===== config.mk =====
export PLATFORM = sky130hd
export DESIGN_NAME = host_power_sequencer_flat
export DESIGN_NICKNAME = d
export VERILOG_FILES = /design/src/hw/rtl/hps_pkg.sv /design/src/hw/rtl/hps_if.sv /design/src/hw/rtl/hps_cfg.sv /design/src/hw/rtl/hps_core.sv /design/src/hw/rtl/host_power_sequencer.sv /design/src/flat_wrapper.sv
export SDC_FILE = /design/constraint.sdc
export NUM_CORES = 1
export LEC_CHECK = 0
export BUFFER_PORTS_ARGS = -buffer_cell sky130_fd_sc_hd__buf_2
export CAP_MARGIN = 20
export CORE_ASPECT_RATIO = 2
export CORE_MARGIN = 2
export CORE_UTILIZATION = 28
export DETAILED_ROUTE_END_ITERATION = 7
export PLACE_DENSITY_LB_ADDON = 0.1
export SLEW_MARGIN = 10
export SYNTH_ARGS = -nofsm -noshare
export SYNTH_HDL_FRONTEND = slang
export SYNTH_SLANG_ARGS = --single-unit

===== constraint.sdc =====
create_clock -name clk -period 7.5 [get_ports clk]
set_input_delay 1.125 -clock clk [delete_from_list [all_inputs] [get_ports clk]]
set_output_delay 1.125 -clock clk [all_outputs]
set_load 0.02 [all_outputs]

===== src/hw/rtl/hps_pkg.sv =====
package hps_pkg;

  localparam int unsigned WaitWidth  = 16;
  localparam int unsigned PressWidth = 7;
  localparam int unsigned CountWidth = 8;
  localparam int unsigned CfgWidth   = 16;
  localparam int unsigned CfgIdxWidth = 2;

  localparam logic [WaitWidth-1:0]  BootWaitReset     = 16'd600;
  localparam logic [WaitWidth-1:0]  ShutdownWaitReset = 16'd600;
  localparam logic [PressWidth-1:0] LongPressReset    = 7'd80;
  localparam logic [PressWidth-1:0] ShortPressReset   = 7'd3;

  localparam logic signed [CountWidth-1:0] PressMax = 8'sd127;

  localparam logic [CfgIdxWidth-1:0] CfgBootWait     = 2'd0;
  localparam logic [CfgIdxWidth-1:0] CfgShutdownWait = 2'd1;
  localparam logic [CfgIdxWidth-1:0] CfgLongPress    = 2'd2;
  localparam logic [CfgIdxWidth-1:0] CfgShortPress   = 2'd3;

  typedef enum logic [2:0] {
    MODE_HALTED   = 3'd0,
    MODE_BOOTING  = 3'd1,
    MODE_RUNNING  = 3'd2,
    MODE_SHUTDOWN = 3'd3,
    MODE_RESET    = 3'd4
  } mode_t;

  typedef struct packed {
    logic [WaitWidth-1:0]  boot_wait_ticks;
    logic [WaitWidth-1:0]  shutdown_wait_ticks;
    logic [PressWidth-1:0] long_press_ticks;
    logic [PressWidth-1:0] short_press_ticks;
  } cfg_t;

  typedef struct packed {
    logic switch_down;
    logic switch_event;
    logic host_ready;
    logic ready_recheck;
    logic ready_event;
  } tick_t;

  typedef struct packed {
    mode_t                         mode;
    logic signed [CountWidth-1:0]  press_count;
    logic [WaitWidth-1:0]          wait_count;
    logic                          relay;
    logic                          led_green;
    logic                          led_red;
    logic                          drv_shutdown;
    logic                          drv_reset;
  } seq_state_t;

endpackage


===== src/hw/rtl/hps_if.sv =====
interface hps_tick_if;
  logic valid;
  logic ready;
  logic switch_down;
  logic switch_event;
  logic host_ready;
  logic ready_recheck;
  logic ready_event;

  modport source (output valid, switch_down, switch_event, host_ready, ready_recheck,
                  ready_event, input ready);
  modport sink (input valid, switch_down, switch_event, host_ready, ready_recheck,
                ready_event, output ready);
endinterface

interface hps_result_if;
  logic       valid;
  logic       ready;
  logic [2:0] mode;
  logic       power_on;
  logic       led_green;
  logic       led_red;
  logic       shutdown_drive;
  logic       reset_drive;

  modport source (output valid, mode, power_on, led_green, led_red, shutdown_drive,
                  reset_drive, input ready);
  modport sink (input valid, mode, power_on, led_green, led_red, shutdown_drive,
                reset_drive, output ready);
endinterface


===== src/hw/rtl/hps_cfg.sv =====
module hps_cfg (
  input  logic                                 clk,
  input  logic                                 rst,
  input  logic                                 cfg_we,
  input  logic [hps_pkg::CfgIdxWidth-1:0]      cfg_index,
  input  logic [hps_pkg::CfgWidth-1:0]         cfg_data,
  output hps_pkg::cfg_t                        cfg
);

  always_ff @(posedge clk) begin
    if (rst) begin
      cfg.boot_wait_ticks     <= hps_pkg::BootWaitReset;
      cfg.shutdown_wait_ticks <= hps_pkg::ShutdownWaitReset;
      cfg.long_press_ticks    <= hps_pkg::LongPressReset;
      cfg.short_press_ticks   <= hps_pkg::ShortPressReset;
    end else if (cfg_we) begin
      unique case (cfg_index)
        hps_pkg::CfgBootWait:     cfg.boot_wait_ticks     <= cfg_data;
        hps_pkg::CfgShutdownWait: cfg.shutdown_wait_ticks <= cfg_data;
        hps_pkg::CfgLongPress:    cfg.long_press_ticks    <= cfg_data[hps_pkg::PressWidth-1:0];
        hps_pkg::CfgShortPress:   cfg.short_press_ticks   <= cfg_data[hps_pkg::PressWidth-1:0];
        default: ;
      endcase
    end
  end

endmodule


===== src/hw/rtl/hps_core.sv =====
module hps_core (
  input  hps_pkg::cfg_t       cfg,
  input  hps_pkg::tick_t      tick,
  input  hps_pkg::seq_state_t st,
  output hps_pkg::seq_state_t st_next
);

  function automatic hps_pkg::seq_state_t enter_mode(hps_pkg::seq_state_t s,
                                                     hps_pkg::mode_t m,
                                                     hps_pkg::cfg_t c);
    hps_pkg::seq_state_t r;
    r = s;
    r.mode = m;
    unique case (m)
      hps_pkg::MODE_BOOTING: begin
        r.relay      = 1'b1;
        r.wait_count = c.boot_wait_ticks;
        r.led_green  = 1'b1;
        r.led_red    = 1'b0;
      end
      hps_pkg::MODE_RUNNING: begin
        r.led_green = 1'b1;
        r.led_red   = 1'b0;
      end
      hps_pkg::MODE_SHUTDOWN: begin
        r.wait_count   = c.shutdown_wait_ticks;
        r.led_green    = 1'b0;
        r.led_red      = 1'b1;
        r.drv_shutdown = 1'b1;
      end
      hps_pkg::MODE_RESET: begin
        r.led_green = 1'b0;
        r.led_red   = 1'b1;
        r.drv_reset = 1'b1;
      end
      default: begin
        r.mode      = hps_pkg::MODE_HALTED;
        r.led_green = 1'b0;
        r.led_red   = 1'b1;
      end
    endcase
    return r;
  endfunction

  always_comb begin
    hps_pkg::seq_state_t s;
    logic signed [hps_pkg::CountWidth:0] short_neg;
    s = st;
    short_neg = -$signed({2'b00, cfg.short_press_ticks});

    // ready event outside halted mode wins over a new press in the same tick
    if (tick.ready_event && s.mode != hps_pkg::MODE_HALTED) begin
      s = enter_mode(s, hps_pkg::MODE_SHUTDOWN, cfg);
    end else if (tick.switch_event && s.press_count == '0) begin
      s.press_count = 8'sd1;
    end

    if (s.press_count > 0) begin
      if (tick.switch_down) begin
        if (s.press_count < hps_pkg::PressMax) begin
          s.press_count = s.press_count + 8'sd1;
          if (s.press_count == $signed({1'b0, cfg.long_press_ticks})) begin
            s = enter_mode(s, hps_pkg::MODE_RESET, cfg);
          end
        end
      end else begin
        // release: hold the held length as a negative count
        s.press_count = -s.press_count;
      end
    end else begin
      if (s.mode != hps_pkg::MODE_RESET &&
          $signed({s.press_count[hps_pkg::CountWidth-1], s.press_count}) < short_neg) begin
        s = enter_mode(s, (s.mode == hps_pkg::MODE_HALTED) ? hps_pkg::MODE_BOOTING
                                                           : hps_pkg::MODE_SHUTDOWN, cfg);
      end
      s.press_count = '0;

      unique case (s.mode)
        hps_pkg::MODE_BOOTING: begin
          s.led_green = ~s.led_green;
          if (tick.host_ready) begin
            if (tick.ready_recheck) begin
              s = enter_mode(s, hps_pkg::MODE_RUNNING, cfg);
            end
          end else begin
            s.wait_count = s.wait_count - 16'd1;
            if (s.wait_count == '0) begin
              s = enter_mode(s, hps_pkg::MODE_HALTED, cfg);
            end
          end
        end
        hps_pkg::MODE_SHUTDOWN: begin
          s.led_red = ~s.led_red;
          if (!tick.host_ready) begin
            s.drv_shutdown = 1'b0;
            s = enter_mode(s, hps_pkg::MODE_HALTED, cfg);
          end else begin
            s.wait_count = s.wait_count - 16'd1;
            if (s.wait_count == '0) begin
              s = enter_mode(s, hps_pkg::MODE_RUNNING, cfg);
            end
          end
        end
        hps_pkg::MODE_HALTED: begin
          s.relay = 1'b0;
        end
        hps_pkg::MODE_RESET: begin
          s.drv_reset = 1'b0;
          s = enter_mode(s, hps_pkg::MODE_BOOTING, cfg);
        end
        default: ;
      endcase
    end

    st_next = s;
  end

endmodule


===== src/hw/rtl/host_power_sequencer.sv =====
// Host power sequencer: one tick beat in, one result beat out.
// The result of a tick is valid in the cycle after the tick is accepted.
// Throughput: one tick per cycle while result.ready holds; sequencer state updates in
// the accept cycle and the result sits in an output register while the next tick is taken.
// Reset (rst, synchronous): halted, red LED on, drives released, registers at defaults.
module host_power_sequencer (
  input  logic                            clk,
  input  logic                            rst,
  hps_tick_if.sink                        tick,
  hps_result_if.source                    result,
  input  logic                            cfg_we,
  input  logic [hps_pkg::CfgIdxWidth-1:0] cfg_index,
  input  logic [hps_pkg::CfgWidth-1:0]    cfg_data
);

  hps_pkg::cfg_t       cfg;
  hps_pkg::tick_t      tick_in;
  hps_pkg::seq_state_t st;
  hps_pkg::seq_state_t st_next;
  logic                accept;

  hps_cfg u_cfg (
    .clk       (clk),
    .rst       (rst),
    .cfg_we    (cfg_we),
    .cfg_index (cfg_index),
    .cfg_data  (cfg_data),
    .cfg       (cfg)
  );

  assign tick_in.switch_down   = tick.switch_down;
  assign tick_in.switch_event  = tick.switch_event;
  assign tick_in.host_ready    = tick.host_ready;
  assign tick_in.ready_recheck = tick.ready_recheck;
  assign tick_in.ready_event   = tick.ready_event;

  hps_core u_core (
    .cfg     (cfg),
    .tick    (tick_in),
    .st      (st),
    .st_next (st_next)
  );

  assign tick.ready = !result.valid || result.ready;
  assign accept     = tick.valid && tick.ready;

  always_ff @(posedge clk) begin
    if (rst) begin
      st.mode         <= hps_pkg::MODE_HALTED;
      st.press_count  <= '0;
      st.wait_count   <= '0;
      st.relay        <= 1'b0;
      st.led_green    <= 1'b0;
      st.led_red      <= 1'b1;
      st.drv_shutdown <= 1'b0;
      st.drv_reset    <= 1'b0;
      result.valid    <= 1'b0;
    end else begin
      if (accept) begin
        st <= st_next;
      end
      // drop the beat once taken, load a new one on accept
      if (accept) begin
        result.valid <= 1'b1;
      end else if (result.ready) begin
        result.valid <= 1'b0;
      end
    end
  end

  always_ff @(posedge clk) begin
    if (accept) begin
      result.mode           <= st_next.mode;
      result.power_on       <= st_next.relay;
      result.led_green      <= st_next.led_green;
      result.led_red        <= st_next.led_red;
      result.shutdown_drive <= st_next.drv_shutdown;
      result.reset_drive    <= st_next.drv_reset;
    end
  end

endmodule

===== src/flat_wrapper.sv =====
// flat-port wrapper written by rule: the top's interface ports become plain ports
module host_power_sequencer_flat 
  (clk, rst, cfg_we, cfg_index, cfg_data, tick_valid, tick_switch_down, tick_switch_event, tick_host_ready, tick_ready_recheck, tick_ready_event, tick_ready, result_valid, result_mode, result_power_on, result_led_green, result_led_red, result_shutdown_drive, result_reset_drive, result_ready);
  hps_tick_if tick_i ();
  hps_result_if result_i ();
  input  logic clk;
  input  logic rst;
  input  logic cfg_we;
  input  logic [hps_pkg::CfgIdxWidth-1:0] cfg_index;
  input  logic [hps_pkg::CfgWidth-1:0] cfg_data;
  input wire logic [$bits(tick_i.valid)-1:0] tick_valid;
  input wire logic [$bits(tick_i.switch_down)-1:0] tick_switch_down;
  input wire logic [$bits(tick_i.switch_event)-1:0] tick_switch_event;
  input wire logic [$bits(tick_i.host_ready)-1:0] tick_host_ready;
  input wire logic [$bits(tick_i.ready_recheck)-1:0] tick_ready_recheck;
  input wire logic [$bits(tick_i.ready_event)-1:0] tick_ready_event;
  output wire logic [$bits(tick_i.ready)-1:0] tick_ready;
  output wire logic [$bits(result_i.valid)-1:0] result_valid;
  output wire logic [$bits(result_i.mode)-1:0] result_mode;
  output wire logic [$bits(result_i.power_on)-1:0] result_power_on;
  output wire logic [$bits(result_i.led_green)-1:0] result_led_green;
  output wire logic [$bits(result_i.led_red)-1:0] result_led_red;
  output wire logic [$bits(result_i.shutdown_drive)-1:0] result_shutdown_drive;
  output wire logic [$bits(result_i.reset_drive)-1:0] result_reset_drive;
  input wire logic [$bits(result_i.ready)-1:0] result_ready;
  assign tick_i.valid = tick_valid;
  assign tick_i.switch_down = tick_switch_down;
  assign tick_i.switch_event = tick_switch_event;
  assign tick_i.host_ready = tick_host_ready;
  assign tick_i.ready_recheck = tick_ready_recheck;
  assign tick_i.ready_event = tick_ready_event;
  assign tick_ready = tick_i.ready;
  assign result_valid = result_i.valid;
  assign result_mode = result_i.mode;
  assign result_power_on = result_i.power_on;
  assign result_led_green = result_i.led_green;
  assign result_led_red = result_i.led_red;
  assign result_shutdown_drive = result_i.shutdown_drive;
  assign result_reset_drive = result_i.reset_drive;
  assign result_i.ready = result_ready;
  host_power_sequencer u_core (.clk(clk), .rst(rst), .tick(tick_i), .result(result_i), .cfg_we(cfg_we), .cfg_index(cfg_index), .cfg_data(cfg_data));
endmodule

==> results of run 1 <==
Yosys cell counts, drive strengths merged, types with 6 or more instances:
cell / instances
a211oi: 19
o22ai: 7
a31oi: 9
inv: 15
nand2: 159
or4: 6
nor3: 32
nand2b: 10
and3: 6
buf: 12
edfxtp: 8
xnor2: 20
dfxtp: 79
nand3: 12
clkbuf: 52
mux2i: 13
ha: 11
nand3b: 12
nor2b: 6
a211o: 7
o21ai: 52
a21oi: 100
xor2: 6
o31ai: 7
or3: 8
o311ai: 7
nor4: 10
nor2: 68
o221ai: 14
final timing paths:
check | from | to | slack (ps) | cells past startpoint
hold / removal | u_core.st[0] | u_core.st[0] | 460 | 2
hold reg to reg | u_core.st[0] | u_core.st[0] | 460 | 2
setup / recovery | u_core.u_cfg.cfg[2] | u_core.result.led_green | 1250 | 20
setup reg to reg | u_core.u_cfg.cfg[2] | u_core.result.led_green | 1250 | 20
through the flow:
stage               worst slack, ps  std cells  hold WS (ps)  total power [W]
floorplan                      2174        835         432.9         0.001270
global placement               1507       1092         445.5         0.001556
detailed placement             1260       1093         457.2         0.001552
CTS                            1248       1109         466.8         0.002024
global route                  735.6       1110         488.9         0.002146
finish                         1249       1110         460.4         0.002011
worst min-delay path, delay by kind of cell, from the launching register on:
family	cells	cell delay [ps]
AND/OR/NAND/NOR	1	50
AO/OA/AOI/OAI	1	60
flip-flops	1	310
layer usage:
| layer | share of wire, % | track usage (%) | vias to the layer above |
|---|---|---|---|
| met1 | 35 | 21.62 | 3034 |
| met4 | 6.1 | 14.10 | 0 |
| met2 | 55 | 39.64 | 187 |
| met3 | 3.2 | 2.759 | 78 |
| li1 | - | - | 3027 |
| met5 | 0 | 0 | - |
flip-flops by register name (all words and copies together), names as in the netlist:
signal / cells
u_core.result.power_on: 1
u_core.st: 32
u_core.u_cfg.cfg: 46
u_core.result.led_red: 1
u_core.result.reset_drive: 1
u_core.result.shutdown_drive: 1
u_core.result.mode: 3
u_core.result.valid: 1
u_core.result.led_green: 1
cells in the final DEF, fill, tap and decap left out, types with 15 or more instances in the layout:
master and instances:
xnor2_1 20, inv_1 15, buf_2 37, dfxtp_1 79, a211oi_1 19, nor2_1 67
nor3_1 30, o21ai_0 51, a21oi_1 99, nand2_1 158
report_power, final:
group / internal (W) / switching, W / total [W]
logic: 0.000348 / 0.000607 / 0.000955
clock network: 0.000254 / 0.000204 / 0.000458
registers: 0.000524 / 0.0000735 / 0.000597
total: 0.00113 / 0.000884 / 0.00201
layout make-up:
cell class | instances | area (um2) | share of cell area, %
multi-input cells | 668 | 3960 | 58.50
well taps | 273 | 341.6 | 5.046
flip-flops and latches | 87 | 1822 | 26.91
clock buffers | 13 | 270.3 | 3.993
inverters | 16 | 60.06 | 0.8872
repair buffers | 50 | 290.3 | 4.288
clock inverters | 3 | 25.02 | 0.3697
logic make-up after synthesis:
| family | synth area share, % |
|---|---|
| adder cells (fa/ha/maj) | 2.259 |
| AND/OR/NAND/NOR | 27.50 |
| buffers and inverters | 5.360 |
| XOR/XNOR | 3.738 |
| AO/OA/AOI/OAI | 28.34 |
| flip-flops | 29.90 |
| multiplexers | 2.896 |
==> impl_metrics.json, run 1 <==
{
  "design_area_um2": 6769,
  "io-pin-count": 38,
  "ant_nets": 0,
  "slew_headroom_pct": 27.60,
  "synth.distinct_cells": 75,
  "crit_required_ps": 7580,
  "cp-start-kind": "flop",
  "diodes": 0,
  "synth_warnings": 0,
  "clk_root_buffer_cell": "clkbuf_16",
  "syn_inst": 835,
  "worstMarginPinSlew_ps": 1075,
  "worstSetupPathType": "reg -> reg",
  "gp_congestion": 0.9097,
  "setup_viol": 0,
  "holdBufCountCts": 0,
  "die_height_um": 212.6,
  "max_freq_mhz": 160.0,
  "vdd_ir_drop_max_mv": 0.1066,
  "critPathTopFamily": "compound AO/OA/AOI/OAI gates",
  "syn_avg_cell_area_um2": 7.296,
  "grt_usage_pct": 21.32,
  "finish.utilization_pct": 31.50,
  "cpPeakStageDelay_ps": 550,
  "cellPowerDensity_nw_per_um2": 297.0,
  "drv_slew": 0,
  "synth_top_cell_by_area": "dfxtp_1",
  "syn2layout_area_growth_pct": 11.11,
  "post-dp-hpwl_um": 17770,
  "ys_ff_latch": 87,
  "wl_um": 23780,
  "ys.flop_type": "dfxtp_1",
  "clock-sinks": 87,
  "grt_overflow": 0,
  "setup_tns_ps": 0,
  "synthesis.area_um2": 6092,
  "firstDrtPassIters": 5,
  "ys_seq_area_share_pct": 29.90,
  "cts_inserted_buffers": 9,
  "period_share_pct": 83.35,
  "rows": 76,
  "grt_pass1_vias": 6175,
  "cpMaxStageDelayCell": "nor4_2",
  "async_flop_share_pct": 0,
  "holdCritPathClass": "reg -> reg",
  "drt_iter0_drc": 331,
  "grt_antenna_before_repair": 0,
  "cp_max_fo": 18,
  "fillers": 2426,
  "drive_above_1_share_pct": 11.47,
  "synth_area_leaders": "dfxtp_1, nand2_1, a21oi_1",
  "fp.coreArea_um2": 21490,
  "nNetsFinal": 871,
  "cts_setup_buffers": 0,
  "vias_per_cell": 5.699,
  "clock_skew_ps": 4.190,
  "crit_path_end_kind": "flop",
  "drc_errors": 0,
  "io_buffer_count": 37,
  "critPathBufInv": 0,
  "cts.repair.resized": 0,
  "cellLeakagePower_nw": 2.494,
  "grt_max_degree": 81,
  "max_cap_violations": 0,
  "cts.path.max_buffers": 2,
  "hold_violations": 0,
  "grt_pass1_wl_um": 36110,
  "cts_tree": "done",
  "placed_area_um2": 6462,
  "fin_crit_ps": 6251,
  "die-area_um2": 23020,
  "synth_edf_count": 8,
  "syn_nets": 874,
  "h-tree-depth": 3,
  "die_w_um": 108.3,
  "wl_per_cell_um": 21.42,
  "clk_latency_ps": 360,
  "synth_top_area_share_pct": 25.96,
  "arrival_ps": 6330,
  "vias": 6326,
  "rsz0062_at_grt": "no",
  "clk_pin_slew_ps": 70,
  "start_util_pct": 28.35,
  "run_status": "complete, no violations",
  "path_cells": "nor4_1 > nand2_1 > xnor2_1 > ha_1 > a21o_1 > a2111oi_2 > o221a_2 > nand2_2 > o32a_1 > o21ai_0 > ha_1 > o21ai_0 > a21oi_1 > a31oi_2 > nor3_1 > nand3_1 > xnor2_1 > nor4_2 > mux2i_1 > o311ai_0"
}
Note: power is estimated with default switching activity, not from simulation.
==> run 2, diff against run 1 <==
==> constraint.sdc (replaced) <==
create_clock -name clk -period 5.6 [get_ports clk]
set_input_delay 0.84 -clock clk [delete_from_list [all_inputs] [get_ports clk]]
set_output_delay 0.84 -clock clk [all_outputs]
set_load 0.02 [all_outputs]
==> run 2 against run 1 <==
  * Combinational power up 46%
  * Via count up 1.4%
  * Largest power group unchanged
  * Worst setup slack worse by 930 ps
  * Sequential power rose by 32%
  * Global-route usage grew 0.80 points
  * Clock skew is 8.1 ps higher
  * Non-clock buffer count increased by 19
  * Critical endpoint is now u_core.result.led_red
==> impl_metrics.json, run 2 (synthesized netlist as in run 1, its figures left out) <==
{
  "grt_usage_pct": 22.12,
  "grt_antenna_before_repair": 0,
  "cp-start-kind": "flop",
  "vias": 6417,
  "worstMarginPinSlew_ps": 1057,
  "wl_um": 24630,
  "crit_path_end_kind": "flop",
  "max_freq_mhz": 189.5,
  "post-dp-hpwl_um": 18240,
  "cts_inserted_buffers": 9,
  "drive_above_1_share_pct": 14.25,
  "cpPeakStageDelay_ps": 520,
  "power_w": 0.002810,
  "ant_nets": 0,
  "rows": 76,
  "finish.utilization_pct": 32.36,
  "clock-sinks": 87,
  "worstSetupPathType": "reg -> reg",
  "cp_max_fo": 10,
  "slew_headroom_pct": 29.31,
  "die_height_um": 212.6,
  "grt_max_degree": 56,
  "largest_reg_flops": 46,
  "vias_per_cell": 5.684,
  "fp.coreArea_um2": 21490,
  "run_status": "complete, no violations",
  "clk_pin_slew_ps": 80,
  "grt_pass1_wl_um": 37360,
  "h-tree-depth": 3,
  "syn2layout_area_growth_pct": 14.17,
  "setup_viol": 0,
  "hold_violations": 0,
  "start_util_pct": 28.35,
  "pre_cts_ws_ps": -56.62,
  "clk_latency_ps": 380,
  "top_register": "u_core.u_cfg.cfg",
  "largestRegisters": "u_core.u_cfg.cfg x46, u_core.st x32, u_core.result.mode x3",
  "gp_congestion": 0.9321,
  "path_cells": "or4_1 > nor2_1 > xor2_1 > ha_1 > a21o_1 > a2111oi_2 > o221a_2 > nand2_2 > o32a_1 > o21ai_2 > ha_4 > o21ai_0 > a21oi_1 > a31oi_4 > or4_1 > a21oi_1 > o2111ai_1 > nor4_4 > buf_4 > mux2i_1 > a21boi_0",
  "final.setup.worst_slack_ps": 322.6,
  "wl_per_cell_um": 21.81,
  "layout_common_cells": "nand2_1, a21oi_1, dfxtp_1",
  "die-area_um2": 23020,
  "clock_skew_ps": 12.29,
  "grt_pass1_vias": 6209,
  "period_share_pct": 94.24,
  "cellLeakagePower_nw": 2.592,
  "wl_met2_um": 13290,
  "diodes": 0,
  "cts.path.max_buffers": 2,
  "routed.top_layer": "met4",
  "cpMaxStageDelayCell": "or4_1",
  "wl_met3_um": 1030,
  "nNetsFinal": 890,
  "drt_iter0_drc": 480,
  "crit_required_ps": 5810,
  "drv_slew": 0,
  "io_buffer_count": 37,
  "hold_slack_ps": 453.7,
  "drc_errors": 0,
  "cts_tree": "done",
  "holdCritPathClass": "reg -> reg",
  "vdd_ir_drop_max_mv": 0.1280,
  "met1Wirelength_um": 8758,
  "io-pin-count": 38,
  "place_inst": 1109,
  "layout_commonest_cell": "nand2_1",
  "cellPowerDensity_nw_per_um2": 404.0,
  "fillers": 2402,
  "fin_crit_ps": 5277,
  "firstDrtPassIters": 5,
  "arrival_ps": 5490,
  "grt_overflow": 0,
  "fin_cells": 1129,
  "die_w_um": 108.3,
  "clk_root_buffer_cell": "clkbuf_16",
  "max_cap_violations": 0
}
run 2: cell types whose count changed in the layout (fill, tap and decap cells not counted), sizes merged:
cell    change
inv         +4
clkbuf      -4
buf        +19
run 2: final timing paths:
kind	startpoint	to	slack (ps)	cells past startpoint
min reg2reg	u_core.st[0]	u_core.st[0]	450	2
max reg2reg	u_core.u_cfg.cfg[2]	u_core.result.led_red	320	21
min	u_core.st[0]	u_core.st[0]	450	2
max	u_core.u_cfg.cfg[2]	u_core.result.led_red	320	21
run 2: cell type report:
cell class	count	area, um2	share of cell area [%]
flip-flops and latches	87	1822	26.19
clock inverters	7	70.07	1.007
clock buffers	9	225.2	3.238
multi-input cells	668	4011	57.67
inverters	16	60.06	0.8635
repair buffers	69	425.4	6.116
well taps	273	341.6	4.911
run 2: metal layers:
layer | track usage [%] | vias to the layer above
met5 | 0 | -
met4 | 14.72 | 0
met3 | 3.955 | 83
met2 | 40.27 | 222
met1 | 22.48 | 3039
li1 | - | 3073
run 2: critical path: cells and delay by family (launching register included):
family                   cells  cell delay, ps
AND/OR/NAND/NOR              5            1520
flip-flops                   1             390
buffers and inverters        1             190
adder cells (fa/ha/maj)      2             400
AO/OA/AOI/OAI               11            2320
multiplexers                 1             210
XOR/XNOR                     1              90
run 2: timing repair:
| item | 4_1_cts | 5_1_grt |
|---|---|---|
| hold endpoints to repair | 0 | 0 |
| hold buffers | 0 | 0 |
| endpoints found under the setup margin | 2 | 7 |
| pin swaps | 0 | 5 |
| buffers inserted | 0 | 4 |
| gates resized for setup | 1 | 10 |
run 2: per-stage QoR:
stage / instance area [um2] / setup TNS, ps
5_1_grt: 6955 / -0.1537
6_report: 6955 / 0
3_3_place_gp: 6575 / 0
2_1_floorplan: 6092 / 0
4_1_cts: 6879 / 0
3_5_place_dp: 6575 / -56.62
run 2: power breakdown:
part | switching [W] | internal, W | total, W | leakage, nW
clock | 0.000316 | 0.000316 | 0.000632 | 0.144
combinational | 0.000863 | 0.000525 | 0.00139 | 1.72
sequential | 0.0000891 | 0.000701 | 0.000790 | 0.724
==> run 3, diff against run 2 <==
--- a/config.mk
+++ b/config.mk
@@ -7,9 +7,9 @@
 export LEC_CHECK = 0
 export BUFFER_PORTS_ARGS = -buffer_cell sky130_fd_sc_hd__buf_2
 export CAP_MARGIN = 20
-export CORE_ASPECT_RATIO = 2
+export CORE_ASPECT_RATIO = 0.5
 export CORE_MARGIN = 2
-export CORE_UTILIZATION = 28
+export CORE_UTILIZATION = 50
 export DETAILED_ROUTE_END_ITERATION = 7
 export PLACE_DENSITY_LB_ADDON = 0.1
 export SLEW_MARGIN = 10
==> run 3 against run 2 <==
  * Sequential share of layout area is 0.51 points higher
  * Utilization increased by 25 points
  * First-iteration DRC count is 18% higher
  * Clock skew is 3.1 ps lower
==> impl_metrics.json, run 3 (synthesized netlist as in run 1, its figures left out) <==
{
  "grt_pass1_vias": 5635,
  "holdBufCountCts": 0,
  "start_util_pct": 51.45,
  "hold_violations": 0,
  "arrival_ps": 5320,
  "reg2reg_to": "u_core.result.led_green",
  "finish.utilization_pct": 57.61,
  "run_status": "complete, no violations",
  "io-pin-count": 38,
  "wl_met3_um": 1883,
  "wl_met2_um": 8214,
  "clk_pin_slew_ps": 70,
  "wl_um": 19250,
  "fin_cells": 1018,
  "crit_required_ps": 5660,
  "grt_overflow": 0,
  "crit_path_end_kind": "flop",
  "h-tree-depth": 3,
  "rsz0062_at_grt": "no",
  "clk_latency_ps": 350,
  "gp_congestion": 0.9707,
  "period_share_pct": 93.83,
  "cp_max_fo": 11,
  "grt_max_degree": 44,
  "layout_common_cells": "nand2_1, a21oi_1, dfxtp_1",
  "rows": 28,
  "r2r_setup_slack_ps": 350,
  "drt_iter0_drc": 567,
  "worstHoldStart": "u_core.st[0]",
  "die_w_um": 160.1,
  "setup_viol": 0,
  "diodes": 0,
  "cpPeakStageDelay_ps": 510,
  "rr_worst_depth": 20,
  "cpMaxStageDelayCell": "or4_1",
  "cellPowerDensity_nw_per_um2": 406.4,
  "clock-sinks": 87,
  "max_cap_violations": 0,
  "drc_errors": 0,
  "cpMostUsedCell": "xor2_1",
  "nNetsFinal": 887,
  "holdPathStages": 2,
  "cp-start-kind": "flop",
  "top_register": "u_core.u_cfg.cfg",
  "place_inst": 997,
  "cts_tree": "done",
  "vdd_ir_drop_max_mv": 0.1515,
  "worstHoldEndpoint": "u_core.st[0]",
  "die-area_um2": 13140,
  "grt_pass1_wl_um": 30460,
  "drv_slew": 0,
  "cellLeakagePower_nw": 2.588,
  "syn2layout_area_growth_pct": 11.97,
  "worstMarginPinSlew_ps": 773.2,
  "slew_headroom_pct": 48.45,
  "critPathTopFamily": "simple AND/OR/NAND/NOR gates",
  "firstDrtPassIters": 5,
  "fin_crit_ps": 5254,
  "cts_inserted_buffers": 9,
  "vias_per_cell": 6.202,
  "post-dp-hpwl_um": 13710,
  "max_freq_mhz": 190.3,
  "cts.path.max_buffers": 2,
  "path_cells": "or4_1 > nor2_1 > xor2_1 > ha_1 > and4_1 > o2111ai_2 > o221a_2 > nand2_4 > nand2_1 > o21ai_2 > ha_2 > o21ai_0 > a21oi_1 > a31oi_4 > nor4_2 > xor2_1 > o2111ai_1 > nor4_4 > mux2i_1 > o311ai_0",
  "grt_antenna_before_repair": 0,
  "fp.coreArea_um2": 11840,
  "grt_usage_pct": 29.60,
  "r2r-start": "u_core.u_cfg.cfg[2]",
  "largestRegisters": "u_core.u_cfg.cfg x46, u_core.st x32, u_core.result.mode x3",
  "vias": 6314,
  "placed_area_um2": 6406,
  "die_height_um": 82.05,
  "wl_per_cell_um": 18.91,
  "routed.top_layer": "met4",
  "clk_root_buffer_cell": "clkbuf_16",
  "holdCritPathClass": "reg -> reg",
  "clock_skew_ps": 9.139,
  "setup_tns_ps": 0,
  "met1Wirelength_um": 8970,
  "layout_commonest_cell": "nand2_1",
  "worstSetupPathType": "reg -> reg",
  "largest_reg_flops": 46,
  "drive_above_1_share_pct": 13.60,
  "ant_nets": 0,
  "io_buffer_count": 37,
  "critPathBufInv": 0,
  "design_area_um2": 6822
}
## run 3: cell types whose count changed in the layout (fill, tap and decap cells not counted), sizes merged
cell,delta
buf,-3
bufinv,+2
clkbuf,+1
clkinv,+1
clkinvlp,-1
inv,-3
## run 3: worst max-delay path by stage
stage / from / end / slack (ps) / cells past startpoint
floorplan: u_core.u_cfg.cfg[2] / u_core.result.led_green / 270 / 22
global placement: u_core.u_cfg.cfg[2] / u_core.result.led_green / 260 / 20
detailed placement: u_core.u_cfg.cfg[2] / u_core.result.led_green / -20 / 20
global route: u_core.u_cfg.cfg[2] / u_core.result.led_green / 20 / 20
finish: u_core.u_cfg.cfg[2] / u_core.result.led_green / 350 / 20
CTS: u_core.u_cfg.cfg[2] / u_core.result.led_green / 40 / 20
## run 3: power by group
part	switching [W]	internal, W
logic	0.000805	0.000521
registers	0.0000858	0.000702
clock network	0.000265	0.000395
total	0.00116	0.00162
## run 3: through the flow
stage          setup slack, ps  total power [W]  hold slack (ps)
6_report                 345.8         0.002772            459.9
5_1_grt                  19.78         0.002936            489.4
4_1_cts                  39.04         0.002710            461.3
3_5_place_dp            -15.04         0.002038            451.2
3_3_place_gp             257.7         0.002026            443.4
2_1_floorplan            273.6         0.001701            432.9
## run 3: metal layers
layer  vias up  global-route usage, %
li1       3054                      -
met1      2948                  41.51
met2       290                  45.97
met3        22                  7.828
met4         0                  6.396
met5         -                      0
## run 3: final cells by class
class | count | area (um2)
Fill cell | 1172 | 5020
Clock inverter | 6 | 91.34
Sequential cell | 87 | 1822
Clock buffer | 10 | 229.0
Multi-Input combinational cell | 668 | 4006
Tap cell | 165 | 206.4
Inverter | 16 | 60.06
Timing Repair Buffer | 66 | 406.6
## run 3: what timing repair did
action                     4_1_cts  5_1_grt
resized for setup                1        9
setup endpoints to repair        1        7
buffers inserted                 0        4
pin swaps                        0        4
## run 3: worst reg2reg max path: cells and delay by family, from the launching register on
kind            cells  cell delay, ps
simple gates        7            1920
compound gates      8            1570
fa+ha+maj           2             510
flops               1             390
xor+xnor            2             310
mux                 1             280
